**src/prmq_pkg.sv**
```systemverilog
// Shared types and codes of the priority retry message queue.
package prmq_pkg;

    localparam logic [2:0] MODE_ENQ   = 3'd0;
    localparam logic [2:0] MODE_FETCH = 3'd1;
    localparam logic [2:0] MODE_OUT   = 3'd2;
    localparam logic [2:0] MODE_PRUNE = 3'd3;
    localparam logic [2:0] MODE_CLEAR = 3'd4;

    localparam logic [2:0] ST_OK      = 3'd0;
    localparam logic [2:0] ST_DROPPED = 3'd1;
    localparam logic [2:0] ST_SENT    = 3'd2;
    localparam logic [2:0] ST_RETRY   = 3'd3;
    localparam logic [2:0] ST_EXHAUST = 3'd4;
    localparam logic [2:0] ST_UNKNOWN = 3'd5;
    localparam logic [2:0] ST_EMPTY   = 3'd6;

    localparam logic [1:0] PRIO_LOW    = 2'd0;
    localparam logic [1:0] PRIO_NORMAL = 2'd1;

    localparam logic [2:0] FILL_EMPTY = 3'd0;
    localparam logic [2:0] FILL_25    = 3'd1;
    localparam logic [2:0] FILL_50    = 3'd2;
    localparam logic [2:0] FILL_75    = 3'd3;
    localparam logic [2:0] FILL_FULL  = 3'd4;

    localparam logic [1:0] CFG_CAPACITY = 2'd0;
    localparam logic [1:0] CFG_RETRY    = 2'd1;
    localparam logic [1:0] CFG_EVICT    = 2'd2;

    localparam logic [21:0] MS_PER_HOUR = 22'd3600000;

    typedef struct packed {
        logic [2:0]  mode;
        logic [1:0]  priority_req;
        logic [15:0] payload_handle;
        logic [31:0] destination;
        logic [31:0] target_id;
        logic        sent_ok;
        logic [10:0] max_age_hours;
        logic [31:0] now_ms;
    } req_t;

    typedef struct packed {
        logic [2:0]  kind;
        logic [31:0] msg_id;
        logic [15:0] out_handle;
        logic [31:0] out_destination;
        logic [7:0]  attempt_count;
        logic [2:0]  status;
        logic [9:0]  removed_count;
        logic [9:0]  queue_count;
        logic [2:0]  fill_state;
        logic        state_changed;
        logic        last;
    } res_t;

    typedef struct packed {
        logic [31:0] id;
        logic [1:0]  prio;
        logic [31:0] stamp;
        logic [7:0]  attempts;
        logic [15:0] handle;
        logic [31:0] dest;
    } entry_t;

    typedef enum logic [3:0] {
        S_IDLE,
        S_DECODE,
        S_SCAN_RD,
        S_SCAN_CK,
        S_CMP_RD,
        S_CMP_CK,
        S_FETCH_RD,
        S_FETCH_CK,
        S_ENQ_WR,
        S_RESPOND
    } state_t;

    typedef struct packed {
        logic       latch;
        logic       scan_init;
        logic       scan_ck;
        logic       cmp_init;
        logic       cmp_ck;
        logic       fetch_rd;
        logic       fetch_ck;
        logic       enq_wr;
        logic       clear;
        logic       respond;
        logic       status_we;
        logic [2:0] status_val;
    } cmd_t;

    typedef struct packed {
        logic [2:0] mode;
        logic       count_zero;
        logic       full;
        logic       prio_hi;
        logic       sent_ok;
        logic       sc_hit;
        logic       sc_remove;
        logic       norm_found;
        logic       at_last;
    } sts_t;

endpackage

```
**src/prmq_ctrl.sv**
```systemverilog
// Sequencing state machine of the message queue.
module prmq_ctrl
    import prmq_pkg::*;
(
    input  logic clk,
    input  logic rst_n,
    input  logic start,
    input  sts_t sts,
    output logic busy,
    output cmd_t cmd
);

    state_t state_reg;
    state_t state_next;

    always_ff @(posedge clk or negedge rst_n)
    begin
        if (!rst_n)
        begin
            state_reg <= S_IDLE;
        end
        else
        begin
            state_reg <= state_next;
        end
    end

    always_comb
    begin
        state_next = state_reg;
        unique case (state_reg)
            S_IDLE:
            begin
                if (start)
                begin
                    state_next = S_DECODE;
                end
            end
            S_DECODE:
            begin
                unique case (sts.mode)
                    MODE_ENQ:
                    begin
                        if (!sts.full)
                        begin
                            state_next = S_ENQ_WR;
                        end
                        else if (sts.prio_hi && !sts.count_zero)
                        begin
                            state_next = S_SCAN_RD;
                        end
                        else
                        begin
                            state_next = S_RESPOND;
                        end
                    end
                    MODE_FETCH:
                    begin
                        state_next = sts.count_zero ? S_RESPOND : S_FETCH_RD;
                    end
                    MODE_OUT:
                    begin
                        state_next = sts.count_zero ? S_RESPOND : S_SCAN_RD;
                    end
                    MODE_PRUNE:
                    begin
                        state_next = sts.count_zero ? S_RESPOND : S_CMP_RD;
                    end
                    default:
                    begin
                        state_next = S_RESPOND;
                    end
                endcase
            end
            S_SCAN_RD:
            begin
                state_next = S_SCAN_CK;
            end
            S_SCAN_CK:
            begin
                if (sts.sc_hit)
                begin
                    if (sts.mode == MODE_ENQ || sts.sc_remove)
                    begin
                        state_next = S_CMP_RD;
                    end
                    else
                    begin
                        state_next = S_RESPOND;
                    end
                end
                else if (sts.at_last)
                begin
                    if (sts.mode == MODE_ENQ && sts.norm_found)
                    begin
                        state_next = S_CMP_RD;
                    end
                    else
                    begin
                        state_next = S_RESPOND;
                    end
                end
                else
                begin
                    state_next = S_SCAN_RD;
                end
            end
            S_CMP_RD:
            begin
                state_next = S_CMP_CK;
            end
            S_CMP_CK:
            begin
                if (sts.at_last)
                begin
                    state_next = (sts.mode == MODE_ENQ) ? S_ENQ_WR : S_RESPOND;
                end
                else
                begin
                    state_next = S_CMP_RD;
                end
            end
            S_FETCH_RD:
            begin
                state_next = S_FETCH_CK;
            end
            S_FETCH_CK:
            begin
                state_next = S_RESPOND;
            end
            S_ENQ_WR:
            begin
                state_next = S_RESPOND;
            end
            S_RESPOND:
            begin
                state_next = S_IDLE;
            end
            default:
            begin
                state_next = S_IDLE;
            end
        endcase
    end

    always_comb
    begin
        cmd  = '0;
        busy = (state_reg != S_IDLE);
        unique case (state_reg)
            S_IDLE:
            begin
                cmd.latch = start;
            end
            S_DECODE:
            begin
                unique case (sts.mode)
                    MODE_ENQ:
                    begin
                        if (sts.full)
                        begin
                            if (sts.prio_hi && !sts.count_zero)
                            begin
                                cmd.scan_init = 1'b1;
                            end
                            else
                            begin
                                cmd.status_we  = 1'b1;
                                cmd.status_val = ST_DROPPED;
                            end
                        end
                    end
                    MODE_FETCH:
                    begin
                        if (sts.count_zero)
                        begin
                            cmd.status_we  = 1'b1;
                            cmd.status_val = ST_EMPTY;
                        end
                    end
                    MODE_OUT:
                    begin
                        if (sts.count_zero)
                        begin
                            cmd.status_we  = 1'b1;
                            cmd.status_val = ST_UNKNOWN;
                        end
                        else
                        begin
                            cmd.scan_init = 1'b1;
                        end
                    end
                    MODE_PRUNE:
                    begin
                        cmd.cmp_init = !sts.count_zero;
                    end
                    MODE_CLEAR:
                    begin
                        cmd.clear = 1'b1;
                    end
                    default:
                    begin
                        cmd.clear = 1'b0;
                    end
                endcase
            end
            S_SCAN_CK:
            begin
                cmd.scan_ck = 1'b1;
                if (sts.sc_hit)
                begin
                    if (sts.mode == MODE_ENQ)
                    begin
                        cmd.cmp_init = 1'b1;
                    end
                    else
                    begin
                        cmd.cmp_init   = sts.sc_remove;
                        cmd.status_we  = 1'b1;
                        cmd.status_val = sts.sent_ok ? ST_SENT :
                                         (sts.sc_remove ? ST_EXHAUST : ST_RETRY);
                    end
                end
                else if (sts.at_last)
                begin
                    if (sts.mode == MODE_ENQ && sts.norm_found)
                    begin
                        cmd.cmp_init = 1'b1;
                    end
                    else
                    begin
                        cmd.status_we  = 1'b1;
                        cmd.status_val = (sts.mode == MODE_ENQ) ? ST_DROPPED : ST_UNKNOWN;
                    end
                end
            end
            S_CMP_CK:
            begin
                cmd.cmp_ck = 1'b1;
            end
            S_FETCH_RD:
            begin
                cmd.fetch_rd = 1'b1;
            end
            S_FETCH_CK:
            begin
                cmd.fetch_ck = 1'b1;
            end
            S_ENQ_WR:
            begin
                cmd.enq_wr = 1'b1;
            end
            S_RESPOND:
            begin
                cmd.respond = 1'b1;
            end
            default:
            begin
                cmd.respond = 1'b0;
            end
        endcase
    end

endmodule

```
**config.mk**
```make
export PLATFORM = sky130hd
export DESIGN_NAME = prmq_ctrl
export DESIGN_NICKNAME = d
export VERILOG_FILES = /design/src/prmq_pkg.sv /design/src/prmq_ctrl.sv
export SDC_FILE = /design/constraint.sdc
export NUM_CORES = 1
export LEC_CHECK = 0
export BUFFER_PORTS_ARGS = -buffer_cell sky130_fd_sc_hd__buf_2
export CAP_MARGIN = 20
export CORE_MARGIN = 3
export CORE_UTILIZATION = 40
export DETAILED_ROUTE_END_ITERATION = 7
export PLACE_DENSITY_LB_ADDON = 0.15
export SYNTH_ARGS = -nofsm -noshare
export SYNTH_HDL_FRONTEND = slang
export SYNTH_SLANG_ARGS = --single-unit
```
**constraint.sdc**
```tcl
create_clock -name clk -period 1.75 [get_ports clk]
set_clock_uncertainty 0.1 [all_clocks]
set_input_delay 0.0875 -clock clk [delete_from_list [all_inputs] [get_ports clk]]
set_output_delay 0.0875 -clock clk [all_outputs]
set_load 0.02 [all_outputs]
```
==> results of run 1 <==
## through the flow
step           TNS (ns)  total power [uW]  hold WS [ns]  utilization  area (sq um)
6_report          -1.48              1070        0.0710        0.805           955
2_1_floorplan   -0.0521               513        -0.308            -           582
5_1_grt           -1.85              1130        0.0947        0.805           955
4_1_cts           -1.15               937        0.0534        0.743           881
3_5_place_dp     -0.150               693        -0.200        0.647           767
3_3_place_gp    -0.0377               681        -0.201        0.647           767
## logic make-up (layout without fill, tap and decap cells)
logic type,Yosys count,after routing
xor+xnor,1,1
buf+inv,11,47
compound gates,22,22
flops,4,4
simple gates,41,41
## cell usage in the layout (no fill, tap or decap), types with 2 or more instances in the layout
cell and count:
buf_6 9, nand3_1 2, nor2_1 8, nand2_1 7, inv_1 4, a21oi_1 2, buf_4 10, o21a_1 2
nand3_2 2, nor3_4 2, o21ai_0 2, nor2_4 2, o21ai_2 3, nand2b_1 3, o221ai_2 2, or3_1 2
buf_2 20, clkbuf_4 3, dfrtp_1 4
## worst max-delay path, delay by kind of cell, from the launching register on
family                 cells  cell delay [ns]
DFF                        1             0.38
buffers and inverters      1             0.13
and+or+nand+nor            3             0.92
AOI/OAI and AO/OA          1             0.11
## timing repair
item	in CTS	in global routing
endpoints found under the hold margin	4	0
hold buffers	1	0
endpoints found under the setup margin	8	11
pin swaps	5	4
gates resized for setup	16	16
buffers inserted	3	3
## routing by layer
metal	vias up	track usage	routed length [um]
met5	-	0	0
met4	0	0.114	104
met2	52	0.347	983
met1	367	0.291	804
met3	14	0.0720	250
li1	366	-	-
## report_power, final
group / switching (uW) / internal (uW)
clock: 49.8 / 77.5
sequential: 19.5 / 125
combinational: 439 / 364
## how the worst max path moves through the flow
stage | slack [ns] | to | cells past startpoint
3_5_place_dp | -0.06 | cmd[3] | 5
6_report | -0.23 | cmd[1] | 5
4_1_cts | -0.20 | cmd[5] | 4
2_1_floorplan | -0.05 | cmd[10] | 3
3_3_place_gp | -0.03 | cmd[3] | 5
5_1_grt | -0.27 | cmd[1] | 5
## area by class of cell
type,count,area share
multi-input combinational,64,0.537
timing repair buffer,40,0.300
sequential,4,0.105
clock buffer,3,0.0236
tap,14,0.0183
inverter,4,0.0157
==> summary.txt, run 1 <==
Run status
  – Status: finished with violations
  – Failing checks: setup timing

Yosys
  – Compound-Gate Fraction of Synth Area: 0.307
  – Sequential fraction of the synthesis area: 0.183
  – Ys async rst share: 1.00
  – Cell area after synthesis: 546 sq um
  – Largest family of logic cells by synthesized area: simple AND/OR/NAND/NOR gates
  – Flip-flop and latch count after synthesis: 4
  – Largest cells by area after synthesis: dfrtp_1 18%, nor2_1 6.2%, nand2_1 5.5%
  – Post-synth cell types: 38
  – Post-synth top area share: 0.183
  – Commonest cells post-synth: 9 x nor2_1, 8 x nand2_1, 5 x o21ai_0
  – Primary FF master, synth: dfrtp_1
  – Area leader, netlist: dfrtp_1
  – Simple-gate share of the synthesized area: 0.406
  – Ys Warns: 0
  – Mux contribution to synthesized area: 0
  – Most frequent cell after synthesis: nor2_1
  – Synth Area in Adders: 0
  – Mapped Avg Cell Area: 6.91 sq um
  – Net count after synthesis: 93
  – XOR/XNOR Fraction of Synth Area: 0.0161
  – EDFF count, synth: 0
  – Mapped Cells: 79

Layout
  – Share of layout cells above drive strength 1: 0.548
  – Fillers: 78
  – Fin nets: 131
  – Reg area: 100 sq um
  – Area of the multi-input gates: 513 sq um
  – Layout area overhead: 75.0%
  – Largest register FFs: 4
  – # diodes: 0
  – Post-route insts no fill: 129

Timing
  – F_max: 505 MHz
  – Rel. slew slack: 0.657
  – Worst-margin pin slew: 0.510 ns
  – Slew Viols, Final: 0
  – RSZ-0062 raised after global routing: yes
  – Number of setup violations in the final report: 9
  – Final hold violations: 0
  – Fin crit share: 1.13
  – Crit path time final: 1.98 ns
  – Final worst slack: -0.229 ns

Setup path
  – Crit path required time: 1.56 ns
  – Crit Reg-Reg Endpoint: state_reg[0]
  – CP Data Arrival Time: 1.79 ns
  – Crit Path Max Fanout: 4
  – Slowest stage delay, CP: 0.59 ns
  – Setup crit end kind: output port
  – R2R Path Start: state_reg[1]
  – Startpoint types: flip-flop
  – Crit Path Category: flip-flop to output port
  – Worst Setup SP: state_reg[1]
  – Flop-to-flop setup slack: -0.10 ns
  – Slowest CP cell: or4b_4
  – Worst-path cell chain: or4b_4 > nor2_4 > nand4b_1 > o21ai_2 > buf_6
  – R2R depth: 6

Floorplanning
  – Initial core utilization: 0.460
  – # IOs: 29
  – Area of the core: 0.00119 sq mm
  – Die Area: 0.00184 sq mm
  – Die Y-Extent: 42.9 um
  – Cell Rows: 12
  – Chip Width: 42.9 um

Flow run
  – Max_cap viols: 0

Power and ir drop
  – Maximum vdd drop: 0.951 mV
  – LEAKAGE: 0.000444 uW
  – PwrDens: 1130 mW/mm^2

Min path
  – Hold WC Path Type: input port to async pin

Clock network
  – CTS clock-pin slew for the worst setup and hold paths: 0.04 ns
  – Worst-Skew Late Latency: 0.26 ns
  – H-tree depth: 1
  – Max Root-Sink Buffers: 2
  – CTS tree: yes
  – Num CTS Buffers: 3
  – Clock sink count: 4
  – CTS root buf: clkbuf_4

Placed design
  – GPL Wtd Cong: 0.874
  – Place WS: -0.0593 ns
  – Hpwl dp: 1350 um
  – Placed Cells: 122
  – Port Buffer Count: 28

Drt
  – TritonRoute pass-1 iters: 4
  – WL/cell: 16.6 um
  – Routed WL: 2140 um
  – Iter 0 DRT Violations: 30
  – Remaining routing DRC violations: 0
  – Antenna Nets Post-Route: 0
  – Vias: 799
  – DR vias/cell: 6.19

GRT
  – Initial antenna violation count: 0
  – First-pass GRT wire length: 3190 um
  – Number of global-route vias before repair: 706
  – Global route overflow: 0
  – Tot GR Track Use: 0.230
  – Largest net degree at the start of global routing: 12
Power figures use the tool's default switching activity.
==> inputs of run 2 (changes only) <==
clock period = 2.5 ns   (was 1.75 ns; I/O delays follow)
==> summary.txt, run 2 (synthesized netlist as in run 1, its figures left out) <==
Timing
  – RSZ-0062 raised after global routing: no
  – Number of setup violations in the final report: 0 (-9)
  – Rel. slew slack: 0.654 (-0.00240)
  – Final hold violations: 0 (unchanged)
  – Final worst slack: 0.296 ns (+0.525 ns)
  – F_max: 454 MHz
  – Fin crit share: 0.882
  – Hold_ws: 0.128 ns (+0.0570 ns)
  – Worst-margin pin slew: 0.515 ns (+0.00435 ns)
  – Slew Viols, Final: 0 (unchanged)
  – Crit path time final: 2.20 ns
  – Setup TNS Final: 0 ns (+1.48 ns)

Setup path
  – Crit path required time: 2.28 ns (+0.72 ns)
  – Setup crit end kind: output port
  – Worst-path cell chain: or4b_1 > nor2_2 > nand4b_1 > o21ai_0 > buf_2
  – Startpoint types: flip-flop
  – Slowest stage delay, CP: 0.70 ns (+0.11 ns)
  – Crit Path Max Fanout: 8 (+4)
  – Crit Path Category: flip-flop to output port
  – CP Data Arrival Time: 1.98 ns (+0.19 ns)
  – R2R Path Start: state_reg[1]
  – Kind of cell adding the most delay to the critical path: simple AND/OR/NAND/NOR gates
  – Worst Setup SP: state_reg[1]
  – Slowest CP cell: or4b_1
  – CP Buf/Inv Count: 1 (unchanged)

Drt
  – Antenna Nets Post-Route: 0 (unchanged)
  – Routed WL: 1420 um (-34%)
  – TritonRoute pass-1 iters: 4 (unchanged)
  – WL/cell: 12.1 um (-27%)
  – Vias: 658 (-18%)
  – DR vias/cell: 5.58 (-10%)
  – Remaining routing DRC violations: 0 (unchanged)
  – Iter 0 DRT Violations: 19 (-37%)

Clock network
  – Post-cts hold buffer count: 1 (unchanged)
  – Num CTS Buffers: 3 (unchanged)
  – CTS-repair resized insts: 0 (-16)
  – CTS tree: yes
  – Max Root-Sink Buffers: 2 (unchanged)
  – CTS clock-pin slew for the worst setup and hold paths: 0.04 ns (about the same)
  – Postcts setup bufs: 0 (-3)
  – H-tree depth: 1 (unchanged)
  – Worst-Skew Late Latency: 0.23 ns (-0.03 ns)
  – Clock sink count: 4 (unchanged)
  – CTS root buf: clkbuf_4

Placed design
  – GPL Wtd Cong: 0.870 (-0.42%)
  – Hpwl dp: 1130 um (-17%)
  – Place WS: 0.538 ns (+0.597 ns)
  – Port Buffer Count: 28 (unchanged)

Layout
  – Commonest non-fill, non-tap cell in the layout: buf_2
  – Commonest cells after routing, fill and taps aside: 28 x buf_2, 9 x nor2_1, 8 x nand2_1
  – Fin nets: 120 (-8.4%)
  – Layout area overhead: 28.9%
  – Largest register FFs: 4 (unchanged)
  – # diodes: 0 (unchanged)
  – Fillers: 119 (+53%)
  – Share of layout cells above drive strength 1: 0.356 (-0.192)

Floorplanning
  – Die Y-Extent: 42.9 um (unchanged)
  – Initial core utilization: 0.460 (unchanged)
  – Die Area: 0.00184 sq mm (unchanged)
  – Cell Rows: 12 (unchanged)
  – Chip Width: 42.9 um (unchanged)
  – Area of the core: 0.00119 sq mm (unchanged)
  – # IOs: 29 (unchanged)

GRT
  – Tot GR Track Use: 0.154 (-0.0758)
  – Largest net degree at the start of global routing: 12 (unchanged)
  – Initial antenna violation count: 0 (unchanged)
  – Number of global-route vias before repair: 519 (-26%)
  – First-pass GRT wire length: 2270 um (-29%)
  – Global route overflow: 0 (unchanged)

Power and ir drop
  – Maximum vdd drop: 0.503 mV (-47%)
  – PwrDens: 714 mW/mm^2 (-37%)
  – LEAKAGE: 0.000338 uW (-24%)

Min path
  – Hold WC Path Type: input port to async pin

Run status
  – Status: complete, no violations

Flow run
  – Max_cap viols: 0 (unchanged)
-- run 2: worst paths after layout --
kind / end / slack (ns) / cells past startpoint
max: cmd[1] / 0.30 / 5
min reg2reg: state_reg[1] / 0.53 / 2
min: state_reg[0] / 0.13 / 2
max reg2reg: state_reg[0] / 0.70 / 4
max in group asynchronous: state_reg[3] / 2.05 / 2
min in group clk: state_reg[2] / 0.13 / 2
-- run 2: per-stage QoR --
stage | power, uW | std cells | cell area (sq um) | util
finish | 502 | 118 | 703 | 0.593
global route | 544 | 118 | 703 | 0.593
CTS | 502 | 118 | 703 | 0.593
detailed placement | 421 | 114 | 671 | 0.565
global placement | 420 | 114 | 671 | 0.565
floorplan | 349 | 79 | 546 | -
-- run 2: per-layer routing --
metal	track usage	wire length (um)	part of all wire
met1	0.229	666	0.47
met2	0.228	661	0.46
met3	0.0127	94	0.066
met4	0.0542	0	0
met5	0	0	0
-- run 2: area by class of cell --
cell class | instances | area (sq um) | area share
multi-input cells | 64 | 398 | 0.566
repair buffers | 29 | 150 | 0.214
flip-flops and latches | 4 | 100 | 0.142
clock buffers | 3 | 22.5 | 0.0320
well taps | 14 | 17.5 | 0.0249
inverters | 4 | 15.0 | 0.0214
-- run 2: where the power goes --
part           leakage [uW]  switching (uW)  internal (uW)
registers         0.0000524            41.0           87.2
clock network     0.0000138            24.7           53.6
logic              0.000272             181            115
